File: src/rtl/lsbse_pkg.sv
// Shared types and constants of the LSB steganography extractor.
package lsbse_pkg;

	localparam int MagicMaxDefault = 8;
	localparam logic [7:0] HeaderBytesReset = 8'd54;
	localparam int LenWidth = 32;
	localparam int CharWidth = 8;

	// Configuration register indexes
	localparam logic [1:0] REG_HEADER_BYTES = 2'd0;
	localparam logic [1:0] REG_MAGIC_TEXT = 2'd1;
	localparam logic [1:0] REG_MAGIC_LENGTH = 2'd2;

	// Result status codes
	localparam logic [1:0] ST_BYTE = 2'd0;
	localparam logic [1:0] ST_MISMATCH = 2'd1;
	localparam logic [1:0] ST_EARLY_END = 2'd2;
	localparam logic [1:0] ST_EMPTY = 2'd3;

	localparam logic PART_EXT = 1'b0;
	localparam logic PART_DATA = 1'b1;

	typedef enum logic [7:0] {
		PH_HEADER  = 8'b0000_0001,
		PH_MAGLEN  = 8'b0000_0010,
		PH_MAGIC   = 8'b0000_0100,
		PH_EXTLEN  = 8'b0000_1000,
		PH_EXT     = 8'b0001_0000,
		PH_DATALEN = 8'b0010_0000,
		PH_DATA    = 8'b0100_0000,
		PH_DONE    = 8'b1000_0000
	} phase_t;

	typedef struct packed {
		logic       emit;
		logic [7:0] data;
		logic       part;
		logic [1:0] status;
		logic       last;
	} result_t;

	// Negative lengths count as zero
	function automatic logic [LenWidth-1:0] clamp_len(input logic [LenWidth-1:0] v);
		clamp_len = v[LenWidth-1] ? '0 : v;
	endfunction

endpackage

File: src/rtl/lsb_stego_extractor.sv
// Top level of the LSB steganography extractor: config registers, input and result stages.
//
// Decodes a hidden stream from bit 0 of each image byte after a configurable header:
// magic length and characters (checked against magic_text/magic_length), extension
// length and bytes, data length and bytes. One image byte is taken per cycle; a beat
// is held in the input register while the next-state logic decodes it, and its
// result, if any, is then registered in the output register that drives m_axis. The
// rate is one beat per cycle as long as m_axis_tready is high; a held output beat
// stalls the input side. Output tuser bit 0 is part (0 extension, 1 data), bits 2:1
// are status (0 byte, 1 magic mismatch, 2 image ended early, 3 no data); tlast marks
// the final result of an image. Bytes after the final result are dropped until tuser
// (start of image) is seen. Write configuration only while the block is idle.
module lsb_stego_extractor #(
	parameter int MAGIC_MAX = lsbse_pkg::MagicMaxDefault
) (
	input  logic        clk,
	input  logic        arst_n,
	input  logic        s_axis_tvalid,
	output logic        s_axis_tready,
	input  logic [7:0]  s_axis_tdata,   // [7:0] pixel_byte
	input  logic        s_axis_tuser,   // [0] start_of_image
	input  logic        s_axis_tlast,   // end_of_image
	output logic        m_axis_tvalid,
	input  logic        m_axis_tready,
	output logic [7:0]  m_axis_tdata,   // [7:0] out_byte
	output logic [2:0]  m_axis_tuser,   // [0] part, [2:1] status
	output logic        m_axis_tlast,   // is_last
	input  logic        cfg_valid,
	output logic        cfg_ready,
	input  logic [1:0]  cfg_index,
	input  logic [63:0] cfg_data
);

	logic [7:0]             header_bytes_q;
	logic [MAGIC_MAX*8-1:0] magic_text_q;
	logic [3:0]             magic_length_q;
	logic [3:0]             eff_mlen;

	logic valid_s1, bit_s1, sof_s1, eof_s1;
	logic adv, consume;
	lsbse_pkg::result_t result;
	lsbse_pkg::result_t out_q;
	logic out_valid_q;

	assign cfg_ready = 1'b1;

	always_ff @(posedge clk or negedge arst_n) begin
		if (!arst_n) begin
			header_bytes_q <= lsbse_pkg::HeaderBytesReset;
			magic_text_q <= '0;
			magic_length_q <= '0;
		end else if (cfg_valid) begin
			case (cfg_index)
				lsbse_pkg::REG_HEADER_BYTES: header_bytes_q <= cfg_data[7:0];
				lsbse_pkg::REG_MAGIC_TEXT:   magic_text_q <= cfg_data[MAGIC_MAX*8-1:0];
				lsbse_pkg::REG_MAGIC_LENGTH: magic_length_q <= cfg_data[3:0];
				default: begin
				end
			endcase
		end
	end

	assign eff_mlen = (magic_length_q > 4'(MAGIC_MAX)) ? 4'(MAGIC_MAX) : magic_length_q;

	// Advance when the result slot is free or being drained this cycle
	assign adv = !out_valid_q || m_axis_tready;
	assign consume = valid_s1 && adv;
	assign s_axis_tready = !valid_s1 || adv;

	always_ff @(posedge clk or negedge arst_n) begin
		if (!arst_n) begin
			valid_s1 <= 1'b0;
		end else if (s_axis_tvalid && s_axis_tready) begin
			valid_s1 <= 1'b1;
		end else if (consume) begin
			valid_s1 <= 1'b0;
		end
	end

	always_ff @(posedge clk) begin
		if (s_axis_tvalid && s_axis_tready) begin
			bit_s1 <= s_axis_tdata[0];
			sof_s1 <= s_axis_tuser;
			eof_s1 <= s_axis_tlast;
		end
	end

	lsbse_decoder #(
		.MAGIC_MAX(MAGIC_MAX)
	) u_decoder (
		.clk          (clk),
		.arst_n       (arst_n),
		.step         (consume),
		.pix_bit      (bit_s1),
		.sof          (sof_s1),
		.eof          (eof_s1),
		.header_bytes (header_bytes_q),
		.magic_text   (magic_text_q),
		.eff_mlen     (eff_mlen),
		.result       (result)
	);

	always_ff @(posedge clk or negedge arst_n) begin
		if (!arst_n) begin
			out_valid_q <= 1'b0;
		end else if (consume && result.emit) begin
			out_valid_q <= 1'b1;
		end else if (m_axis_tready) begin
			out_valid_q <= 1'b0;
		end
	end

	always_ff @(posedge clk) begin
		if (consume && result.emit) begin
			out_q <= result;
		end
	end

	assign m_axis_tvalid = out_valid_q;
	assign m_axis_tdata = out_q.data;
	assign m_axis_tuser = {out_q.status, out_q.part};
	assign m_axis_tlast = out_q.last;

endmodule

File: src/rtl/lsbse_decoder.sv
// Decoding state and per-beat next-state logic of the extractor.
module lsbse_decoder #(
	parameter int MAGIC_MAX = lsbse_pkg::MagicMaxDefault
) (
	input  logic                   clk,
	input  logic                   arst_n,
	input  logic                   step,
	input  logic                   pix_bit,
	input  logic                   sof,
	input  logic                   eof,
	input  logic [7:0]             header_bytes,
	input  logic [MAGIC_MAX*8-1:0] magic_text,
	input  logic [3:0]             eff_mlen,
	output lsbse_pkg::result_t     result
);

	lsbse_pkg::phase_t phase_q, phase_d;
	logic [7:0]  header_left_q, header_left_d;
	logic [4:0]  bit_index_q, bit_index_d;
	logic [31:0] shift_word_q, shift_word_d;
	logic [31:0] items_left_q, items_left_d;
	logic [3:0]  magic_index_q, magic_index_d;
	logic        magic_good_q, magic_good_d;

	always_comb begin
		logic        used;
		logic        wide;
		logic [31:0] v;
		logic [31:0] len;
		logic [7:0]  exp_char;

		phase_d = phase_q;
		header_left_d = header_left_q;
		bit_index_d = bit_index_q;
		shift_word_d = shift_word_q;
		items_left_d = items_left_q;
		magic_index_d = magic_index_q;
		magic_good_d = magic_good_q;
		result = '0;
		used = 1'b0;
		v = '0;
		len = '0;
		exp_char = '0;

		if (sof) begin
			phase_d = lsbse_pkg::PH_HEADER;
			header_left_d = header_bytes;
			bit_index_d = '0;
			shift_word_d = '0;
			items_left_d = '0;
			magic_index_d = '0;
			magic_good_d = 1'b1;
		end

		if (phase_d == lsbse_pkg::PH_HEADER) begin
			if (header_left_d != 8'd0) begin
				header_left_d = header_left_d - 8'd1;
				used = 1'b1;
			end else begin
				phase_d = lsbse_pkg::PH_MAGLEN;
				bit_index_d = '0;
				shift_word_d = '0;
			end
		end

		if (!used && phase_d != lsbse_pkg::PH_HEADER && phase_d != lsbse_pkg::PH_DONE) begin
			wide = (phase_d == lsbse_pkg::PH_MAGLEN) || (phase_d == lsbse_pkg::PH_EXTLEN) ||
				(phase_d == lsbse_pkg::PH_DATALEN);
			// Shift in from the top: an 8-bit item ends up in the upper byte
			shift_word_d = {pix_bit, shift_word_d[31:1]};
			if ((wide && bit_index_d == 5'd31) || (!wide && bit_index_d == 5'd7)) begin
				v = wide ? shift_word_d : {24'd0, shift_word_d[31:24]};
				len = lsbse_pkg::clamp_len(v);
				bit_index_d = '0;
				shift_word_d = '0;
				case (phase_d)
					lsbse_pkg::PH_MAGLEN: begin
						items_left_d = len;
						magic_index_d = '0;
						magic_good_d = (len == {28'd0, eff_mlen});
						phase_d = lsbse_pkg::PH_MAGIC;
						if (len == 32'd0) begin
							if (magic_good_d) begin
								phase_d = lsbse_pkg::PH_EXTLEN;
							end else begin
								result = '{1'b1, 8'd0, lsbse_pkg::PART_EXT, lsbse_pkg::ST_MISMATCH, 1'b1};
								phase_d = lsbse_pkg::PH_DONE;
							end
						end
					end
					lsbse_pkg::PH_MAGIC: begin
						for (int k = 0; k < MAGIC_MAX; k++) begin
							if (magic_index_d == 4'(k)) begin
								exp_char = magic_text[k*8 +: 8];
							end
						end
						if (magic_good_d && magic_index_d < eff_mlen && exp_char != v[7:0]) begin
							magic_good_d = 1'b0;
						end
						if (magic_index_d != 4'd15) begin
							magic_index_d = magic_index_d + 4'd1;
						end
						items_left_d = items_left_d - 32'd1;
						if (items_left_d == 32'd0) begin
							if (magic_good_d) begin
								phase_d = lsbse_pkg::PH_EXTLEN;
							end else begin
								result = '{1'b1, 8'd0, lsbse_pkg::PART_EXT, lsbse_pkg::ST_MISMATCH, 1'b1};
								phase_d = lsbse_pkg::PH_DONE;
							end
						end
					end
					lsbse_pkg::PH_EXTLEN: begin
						items_left_d = len;
						phase_d = (len == 32'd0) ? lsbse_pkg::PH_DATALEN : lsbse_pkg::PH_EXT;
					end
					lsbse_pkg::PH_EXT: begin
						result = '{1'b1, v[7:0], lsbse_pkg::PART_EXT, lsbse_pkg::ST_BYTE, 1'b0};
						items_left_d = items_left_d - 32'd1;
						if (items_left_d == 32'd0) begin
							phase_d = lsbse_pkg::PH_DATALEN;
						end
					end
					lsbse_pkg::PH_DATALEN: begin
						items_left_d = len;
						if (len == 32'd0) begin
							result = '{1'b1, 8'd0, lsbse_pkg::PART_EXT, lsbse_pkg::ST_EMPTY, 1'b1};
							phase_d = lsbse_pkg::PH_DONE;
						end else begin
							phase_d = lsbse_pkg::PH_DATA;
						end
					end
					lsbse_pkg::PH_DATA: begin
						items_left_d = items_left_d - 32'd1;
						result = '{1'b1, v[7:0], lsbse_pkg::PART_DATA, lsbse_pkg::ST_BYTE,
							items_left_d == 32'd0};
						if (items_left_d == 32'd0) begin
							phase_d = lsbse_pkg::PH_DONE;
						end
					end
					default: begin
					end
				endcase
			end else begin
				bit_index_d = bit_index_d + 5'd1;
			end
		end

		// Early end overrides any byte completed on the same beat
		if (eof && phase_d != lsbse_pkg::PH_DONE) begin
			result = '{1'b1, 8'd0, lsbse_pkg::PART_EXT, lsbse_pkg::ST_EARLY_END, 1'b1};
			phase_d = lsbse_pkg::PH_DONE;
		end
	end

	always_ff @(posedge clk or negedge arst_n) begin
		if (!arst_n) begin
			phase_q <= lsbse_pkg::PH_HEADER;
			header_left_q <= '0;
			bit_index_q <= '0;
			shift_word_q <= '0;
			items_left_q <= '0;
			magic_index_q <= '0;
			magic_good_q <= 1'b1;
		end else if (step) begin
			phase_q <= phase_d;
			header_left_q <= header_left_d;
			bit_index_q <= bit_index_d;
			shift_word_q <= shift_word_d;
			items_left_q <= items_left_d;
			magic_index_q <= magic_index_d;
			magic_good_q <= magic_good_d;
		end
	end

endmodule
File: config.mk
export PLATFORM = sky130hd
export DESIGN_NAME = lsb_stego_extractor
export DESIGN_NICKNAME = d
export VERILOG_FILES = /design/src/rtl/lsbse_pkg.sv /design/src/rtl/lsb_stego_extractor.sv /design/src/rtl/lsbse_decoder.sv
export SDC_FILE = /design/constraint.sdc
export NUM_CORES = 1
export LEC_CHECK = 0
export ABC_AREA = 0
export ABC_CLOCK_PERIOD_IN_PS = 5300
export BUFFER_PORTS_ARGS = -buffer_cell sky130_fd_sc_hd__buf_2
export CORE_MARGIN = 3
export CORE_UTILIZATION = 55
export CTS_CLUSTER_SIZE = 30
export DETAILED_ROUTE_END_ITERATION = 8
export PLACE_DENSITY = 0.8
export SLEW_MARGIN = 25
export SYNTH_ARGS = -nofsm -noshare
export SYNTH_HDL_FRONTEND = slang
export SYNTH_SLANG_ARGS = --single-unit
export TNS_END_PERCENT = 10
File: constraint.sdc
create_clock -name clk -period 5.3 [get_ports clk]
set_clock_uncertainty 0.05 [all_clocks]
set_input_delay 0.265 -clock clk [delete_from_list [all_inputs] [get_ports clk]]
set_output_delay 0.265 -clock clk [all_outputs]
set_load 0.03 [all_outputs]
# Yosys cells after proc, flatten, opt, wreduce, memory -nomap -nowiden
# Index checks and enable logic that the tools add are counted.
[totals]
inputBits = 81
reg_bits = 183
word_cells = 158
[classes]
n_eq_ne = 24
n_addsub = 4
n_reduce_logical = 32
bitwise_logic = 2
muxes = 74
n_lt_le_gt_ge = 2
[op_table]
columns = ["operator", "count"]
rows = [
  ["$mux 32", 9],
  ["$mux 8", 27],
  ["$mux 13", 8],
  ["$pmux 13 s5", 1],
  ["$logic_not 32->1", 2],
  ["$pmux 32 s2", 1],
  ["$pmux 8 s6", 1],
  ["$eq 32x4->1", 1],
  ["$sub 32x1->32 const B", 1],
  ["$mux 31", 1],
  ["$mux 5", 5],
  ["$mux 4", 5],
  ["$eq 4x3->1 const B", 4],
  ["$ne 8x8->1 const B", 2],
  ["$mux 1", 13],
  ["$logic_and 1x1->1", 10],
  ["$reduce_or 3->1", 3],
  ["$eq 4x2->1 const B", 2],
  ["$eq 8x1->1 const B", 1],
  ["$eq 8x2->1 const B", 1],
  ["$eq 8x3->1 const B", 1],
  ["$eq 8x4->1 const B", 1],
  ["$eq 8x5->1 const B", 1],
  ["$eq 8x6->1 const B", 1],
  ["25 further kinds", 36],
]

# Depth between registers and ports, before layout
# Gate-level depths: netlist of run 1.
[logic_depth]
ltp_word = 29
mapped_depth = 22
ltp_nobuf = 16

# Modules after synthesis
# From an unflattened synthesis of run 1, not the netlist that was laid out.
[unflattened]
hier_cells = 1162
hier_area_um2 = 11249.5
[modules_own_cells]
columns = ["module", "cells_each", "seq_area_each_um2", "instances", "area_per_inst_um2"]
rows = [
  ["lsbse_decoder", 969, 2229.6, 1, 7516.0],
  ["lsb_stego_extractor", 193, 2407.3, 1, 3733.6],
]

# Worst setup path before layout of run 1
# No wires, ideal clock.
[synth_timing]
path_kind = "register -> register"
start = "register sof_s1"
end = "register out_q (netlist bit m_axis_tdata[0]), enable pin"
setup_ps = 385
arrival_time_ps = 5421
path_stages_with_launch = 23
t_required_ps = 4865
synth_period_minus_slack_ps = 5856
slack_ps = -556
n_path_buf = 6
path_cell_list = "edfxtp_1 clkbuf_1 clkbuf_1 clkbuf_1 buf_1 mux2i_1 ha_1 o21ai_0 or4_1 and3_1 ha_1 nand3_1 nor2_1 ha_1 o21a_1 o21a_1 and2_1 clkbuf_1 o21a_4 o211ai_4 o21ai_2 buf_6 a21oi_1"
[synth_between]
elab_chain_cells = 28
[synth_rtl]
columns = ["item", "line_no", "source"]
rows = [
  ["start: declaration", "lsb_stego_extractor.sv:39", "logic valid_s1, bit_s1, sof_s1, eof_s1;"],
  ["start signal: assignment", "lsb_stego_extractor.sv:83", "sof_s1 <= s_axis_tuser;"],
  ["$mux 4", "lsbse_decoder.sv:45", "if (sof) begin"],
  ["$logic_not 4->1", "lsbse_decoder.sv:93", "if (magic_index_d == 4'(k)) begin"],
  ["$mux 8 (8 in series)", "lsbse_decoder.sv:93", ""],
  ["$mux 8", "lsbse_decoder.sv:76", "case (phase_d)"],
  ["$mux 8", "lsbse_decoder.sv:71", "if ((wide && bit_index_d == 5'd31) || (!wide && bit_index_d == 5'd7)) begin"],
  ["$mux 8", "lsbse_decoder.sv:66", "if (!used && phase_d != lsbse_pkg::PH_HEADER && phase_d != lsbse_pkg::PH_DONE) begin"],
  ["$ne 8x8->1", "lsbse_decoder.sv:97", "if (magic_good_d && magic_index_d < eff_mlen && exp_char != v[7:0]) begin"],
  ["$logic_and 1x1->1", "lsbse_decoder.sv:97", ""],
  ["[5 not listed]", "--", ""],
  ["$mux 8", "lsbse_decoder.sv:104", "if (items_left_d == 32'd0) begin"],
  ["$pmux 8 s6", "lsbse_decoder.sv:76", ""],
  ["$mux 8", "lsbse_decoder.sv:71", ""],
  ["$mux 8", "lsbse_decoder.sv:66", ""],
  ["$ne 8x8->1", "lsbse_decoder.sv:150", "if (eof && phase_d != lsbse_pkg::PH_DONE) begin"],
  ["$logic_and 1x1->1", "lsbse_decoder.sv:150", ""],
  ["$mux 13 (*)", "lsbse_decoder.sv:150", ""],
  ["$logic_and 1x1->1 (*)", "lsb_stego_extractor.sv:114", "if (consume && result.emit) begin"],
  ["end signal: assignment", "lsb_stego_extractor.sv:115", "out_q <= result;"],
  ["end: declaration", "lsb_stego_extractor.sv:42", "lsbse_pkg::result_t out_q;"],
]
# Mark *: on every way between the ends. The rest lies on a longest branch, timed or not. The select of a mux whose other input is x is not followed.
# A chain may end at the register's enable or synchronous reset.

# Final worst setup path of run 1
[layout_timing]
start = "register sof_s1"
end = "register out_q (netlist bit m_axis_tlast), enable pin"
# Same word-level chain as after synthesis.

==> qor.csv, run 1 <==
metric,value,unit
RR Startpoint,sof_s1$_DFFE_PP_,
gr usage total,27.5,%
final instance area,12300,um^2
HP Class,in2reg,
Final Hold Fails,0,
setup TNS,0,ns
DIE AREA,21100,um^2
CTS Root Cell,clkbuf_16,
Hold Path Stages,2,
Post-synth top flop,dfrtp_1,
fin crit period,4.99,ns
Final GP Congestion,0.958,
Crit Reg-Reg Endpoint,m_axis_tlast$_SDFFCE_PP1P_,
post-route ant nets,0,
#FFs+latches synth,182,
Clock Sinks,182,
final worst slack,0.306,ns
synthesis warning total,0,
via count,9508,
crit-path cells,buf_4 -> inv_1 -> nand2_1 -> ha_1 -> buf_4 -> nand4_1 -> o311ai_0 -> o211ai_1 -> or4_1 -> nor4_4 -> nand3_1 -> o21ai_2 -> o21ai_2 -> a21oi_4,
synth cell count leaders,"161 x dfrtp_1, 89 x nand2_1, 86 x o21ai_0, 79 x mux2_2, 71 x clkbuf_1",
WS Path Type,reg2reg,
synthesized cell area,10600,um^2
Clock Latency Late Sink,0.45,ns
Synth Net Count,1195,
unrepaired setup endpoints after global routing,no,
post-detailed-routing wire length,29.1,mm
vias per cell,6.51,
Mapped Cells,1102,
most numerous cell in the Yosys netlist,dfrtp_1,
Layout Cells excl Fill,1461,
Pwr Total,3.77,mW
I/O pins,96,
initial antenna violation count,0,
sequential area share after synthesis,43.5,%
# H-tree levels,4,
Max VDD drop,214,uV
share of layout cells above drive strength 1,22.0,%
Post-CTS Setup Repair Bufs,0,
setup violators final,0,
largest fanout on the critical path,28,
Highest Clock Rate,200,MHz
Num CTS Buffers,17,
mean routed wirelength per cell,19.9,um
HP Start,cfg_data[50],
"Data arrival, critical path",5.04,ns
Max Cap Violations,0,
Synth area leaders,"dfrtp_1 38%, mux2_2 8.4%, edfxtp_1 4.2%",
first-pass GRT wire length,47.9,mm
Reg2Reg Depth,14,
Post-synth EDFFs,15,
Iteration-0 DRC Markers,1009,
Startpoint Class,flop,
fin crit share,94.2,%
Leak,5.34,nW
reg2reg setup slack,0.31,ns
CTS tree,built,
pre-CTS setup slack,0.486,ns
Worst Max-Slew Pin Slew,0.953,ns
Worst Setup SP,sof_s1$_DFFE_PP_,
Async SR Flop Fraction,91.8,%
"Cell Area, Placed",11300,um^2
vias in the first global route,9234,
remaining global-route overflow,0,
1st-pass router iterations,8,
HPWL Detailed,19.5,mm
cell accounting for the most synthesized area,dfrtp_1,
Crit path largest cell delay,0.62,ns
area growth from synthesis to layout,15.7,%
post-synthesis cell type count,80,
ANT cells,0,
placed insts,1395,
Syn Area/Cell,9.66,um^2
Slew Limit Fails,0,
CP required,5.34,ns
"Reg clk slew, reported paths",0.08,ns
Synth top area share,37.8,%
Power per Cell Area,306,nW/um^2
Min Hold Slack,0.00378,ns
Die H,145,um
Starting Density,56.4,%
layout net count,1281,
largest net degree at the start of global routing,93,
residual DRC count,0,
clk buf depth,2,
Max transition margin,36.3,%
core utilization of the finished layout,65.2,%
status,"complete, no violations",
WHS Endpoint,magic_text_q[50]$_DFFE_PN0P_,
PortBufs,87,
Die X,145,um
Core ar.,18900,um^2
Rows,50,
"Max stage delay cell, worst path",or4_1,
Crit. End Element,flop,
## kinds of logic (layout without fill, tap and decap cells)
logic type / count (synthesis) / in the layout / synth area share, %
compound gates: 358 / 358 / 23.5
xor+xnor: 29 / 29 / 2.39
fa+ha+maj: 12 / 12 / 1.41
buf+inv: 114 / 213 / 4.29
flops: 182 / 182 / 43.5
mux: 83 / 83 / 8.73
other cells: 1 / 1 / 0.0352
simple gates: 323 / 323 / 16.1
## critical path, delay by kind of cell (launching register included)
family	cells	cell delay, ns
buffers and inverters	3	0.79
and+or+nand+nor	5	1.70
adders and majority gates	1	0.15
AOI/OAI and AO/OA	5	1.55
DFF	1	0.40
## repair_timing
action / in CTS / in global routing
endpoints found under the hold margin: 119 / 1
resized for setup: 0 / 0
hold buffers: 32 / 1
endpoints found under the setup margin: 0 / 0
## area by class of cell
class	count	area, um^2
Inverter	30	113
Clock buffer	17	425
Clock inverter	15	208
Tap cell	260	325
Multi-Input combinational cell	806	5580
Timing Repair Buffer	151	1020
Sequential cell	182	4640
Fill cell	1476	6580
## cells in the final DEF, fill, tap and decap left out, types with 30 or more instances in the layout
cell,Yosys,final
buf_4,2,30
o21ai_0,86,85
a21oi_1,66,64
nor3_1,31,31
nor2_1,54,54
dfrtp_1,161,161
dlygate4sd3_1,0,33
nand2_1,89,89
buf_2,5,86
a22o_1,38,38
mux2_2,79,79
## worst max-delay path by stage
stage,end,slack (ns),depth (start not counted)
2_1_floorplan,m_axis_tdata[0]$_SDFFCE_PP0P_,0.02,22
3_3_place_gp,m_axis_tuser[1]$_SDFFCE_PP0P_,0.60,14
3_5_place_dp,m_axis_tdata[5]$_SDFFCE_PP0P_,0.49,14
4_1_cts,m_axis_tlast$_SDFFCE_PP1P_,0.44,14
5_1_grt,m_axis_tlast$_SDFFCE_PP1P_,0.07,14
6_report,m_axis_tlast$_SDFFCE_PP1P_,0.31,14
## flip-flops by register name, indices dropped and copies added, names as in the netlist, 3 cells and up
name                     flops
m_axis_tuser                 3
u_decoder.items_left_q      32
magic_length_q               4
m_axis_tdata                 8
magic_text_q                64
u_decoder.bit_index_q        5
u_decoder.magic_index_q      4
u_decoder.phase_q            8
u_decoder.header_left_q      8
u_decoder.shift_word_q      31
header_bytes_q               8
## where the power goes
part	switching [mW]	internal (mW)
combinational	0.368	0.320
sequential	0.152	1.59
clock	0.651	0.690
## routing by layer
layer | track usage, % | wire, um
met1 | 36.6 | 11800
met2 | 45.8 | 13900
met3 | 5.00 | 2410
met4 | 9.21 | 906
met5 | 0 | 0
(Power assumes the default switching activity.)
==> run 2, diff against run 1 <==
Settings changed: RECOVER_POWER from default to 100.
==> run 2 against run 1 <==
Register-to-register slack worse by 0.08 ns. Wire length is 0.22% lower. Final area shrank 0.81%. Sequential cell count is the same. Total power down 0.21%. Critical endpoint is now m_axis_tuser[2]$_SDFFCE_PP1P_. Final cell count unchanged. Largest power group unchanged. Clock-buffer cell count stayed put. Die area did not move. Fmax decreased by 1.6%. Sequential power about the same. Critical path depth is 1 higher. The run now ends with capacitance limit, slew limit left.
==> qor.csv, run 2 (synthesis results as in run 1) <==
metric,value,unit
ANT cells,0,
Psw,1.17,mW
Rows,50,
largest fanout on the critical path,28,
gr usage total,27.5,%
clk buf depth,2,
Highest Clock Rate,197,MHz
CP required,5.42,ns
Power per Cell Area,308,nW/um^2
"Data arrival, critical path",5.20,ns
"commonest non-fill, non-tap cell in the layout",dfrtp_1,
most frequent cells in the layout,"161 x dfrtp_1, 89 x nand2_1, 86 x o21ai_0, 79 x mux2_2, 69 x buf_2",
HPWL Detailed,19.5,mm
WHS Endpoint,magic_text_q[50]$_DFFE_PN0P_,
cell-internal power,2.59,mW
Reg2Reg Depth,15,
Comb pwr share,18.1,%
area growth from synthesis to layout,14.7,%
Clock Latency Late Sink,0.45,ns
"Reg clk slew, reported paths",0.08,ns
Sw Ratio,31.0,%
Leak,5.25,nW
HP Start,cfg_data[50],
Clk pwr share,35.6,%
first-pass GRT wire length,47.9,mm
Pwr Total,3.76,mW
Num CTS Buffers,17,
setup violators final,0,
vias per cell,6.45,
reg2reg setup slack,0.23,ns
I/O pins,96,
fin crit share,95.7,%
mean routed wirelength per cell,19.8,um
# H-tree levels,4,
# fillers,1502,
Startpoint Class,flop,
Crit. End Element,flop,
Iteration-0 DRC Markers,1003,
initial antenna violation count,0,
post-route ant nets,0,
Crit Reg-Reg Endpoint,m_axis_tuser[2]$_SDFFCE_PP1P_,
status,finished with violations,
residual DRC count,0,
largest net degree at the start of global routing,93,
Core ar.,18900,um^2
Final Hold Fails,0,
layout net count,1281,
CTS Root Cell,clkbuf_16,
CTS tree,built,
fin crit period,5.07,ns
share of layout cells above drive strength 1,19.8,%
max reg flops,64,
Die X,145,um
setup TNS,0,ns
Max transition margin,-124,%
Die H,145,um
post-CTS resize count,0,
PortBufs,87,
Worst Max-Slew Pin Slew,3.36,ns
via count,9430,
Max Cap Violations,2,
Seq pwr share,46.3,%
Largest regs,"magic_text_q x64, u_decoder.items_left_q x32, u_decoder.shift_word_q x31",
post-detailed-routing wire length,29.0,mm
failing checks,"capacitance limit, slew limit",
Starting Density,56.4,%
Clock Sinks,182,
WS Path Type,reg2reg,
most flop-heavy register,magic_text_q,
vias in the first global route,9234,
Max VDD drop,214,uV
unrepaired setup endpoints after global routing,no,
DIE AREA,21100,um^2
Slew Limit Fails,158,
Final GP Congestion,0.958,
1st-pass router iterations,6,
RR Startpoint,sof_s1$_DFFE_PP_,
Hold Path Stages,2,
HP Class,in2reg,
remaining global-route overflow,0,
run 2: changes by cell type in the layout (fill, tap and decap cells not counted), sizes merged:
cell    change
clkbuf     +26
buf        -26
run 2: how the worst max path moves through the flow:
stage,endpoint,slack (ns),cells past startpoint,start
after floorplan,m_axis_tdata[0]$_SDFFCE_PP0P_,0.02,22,sof_s1$_DFFE_PP_
after global placement,m_axis_tuser[1]$_SDFFCE_PP0P_,0.60,14,sof_s1$_DFFE_PP_
after detailed placement,m_axis_tdata[5]$_SDFFCE_PP0P_,0.49,14,sof_s1$_DFFE_PP_
after CTS,m_axis_tlast$_SDFFCE_PP1P_,0.44,14,sof_s1$_DFFE_PP_
after global routing,m_axis_tdata[6]$_SDFFCE_PP0P_,0.05,15,sof_s1$_DFFE_PP_
final,m_axis_tuser[2]$_SDFFCE_PP1P_,0.23,15,sof_s1$_DFFE_PP_
run 2: what timing repair did:
item                                   4_1_cts  5_1_grt
hold buffers                                32        1
buffers inserted                             0        0
endpoints found under the hold margin      119        1
run 2: critical path: stages (launching register included):
cell and delay [ns]:
edfxtp_1 0.39, buf_4 0.32, inv_1 0.24, nand2_1 0.13, ha_1 0.15, buf_4 0.22, nand4_1 0.26, o311ai_0 0.56
o211ai_1 0.21, or4_1 0.62, nor4_4 0.50, o21a_1 0.31, o211ai_4 0.13, o21ai_2 0.19, clkbuf_1 0.34, o21ai_0 0.15
run 2: cell type report:
| cell class | instances | area (um^2) | area share (%) |
|---|---|---|---|
| repair buffers | 151 | 952 | 7.79 |
| well taps | 260 | 325 | 2.66 |
| flip-flops and latches | 182 | 4640 | 38.0 |
| multi-input cells | 806 | 5560 | 45.5 |
| clock buffers | 17 | 425 | 3.48 |
| inverters | 30 | 113 | 0.922 |
| clock inverters | 15 | 208 | 1.70 |
run 2: per-stage QoR:
step | hold WS [ns] | instances | utilization [%] | setup WS [ns] | instance area, um^2
2_1_floorplan | -0.0806 | 1102 | - | 0.0215 | 10700
3_3_place_gp | 0.363 | 1395 | 59.9 | 0.605 | 11300
3_5_place_dp | 0.362 | 1395 | 59.9 | 0.486 | 11300
4_1_cts | 0.000956 | 1459 | 65.0 | 0.443 | 12300
5_1_grt | 0.00124 | 1461 | 64.7 | 0.0472 | 12200
6_report | 0.00311 | 1461 | 64.7 | 0.226 | 12200
run 2: power by group through the flow:
| stage | Clock, mW | Sequential (mW) | Combinational, mW |
|---|---|---|---|
| 3_3_place_gp | 0 | 1.75 | 0.634 |
| 6_report | 1.34 | 1.74 | 0.682 |
| 5_1_grt | 1.41 | 1.76 | 0.754 |
| 3_5_place_dp | 0 | 1.76 | 0.659 |
| 4_1_cts | 1.35 | 1.73 | 0.680 |
| 2_1_floorplan | 0 | 1.71 | 0.482 |
run 2: layer usage:
layer / vias to the layer above / routed length [um] / track usage [%]
li1: 4344 / - / -
met1: 4516 / 11900 / 36.6
met2: 502 / 14100 / 45.8
met3: 68 / 2190 / 5.00
met4: 0 / 802 / 9.21
met5: - / 0 / 0
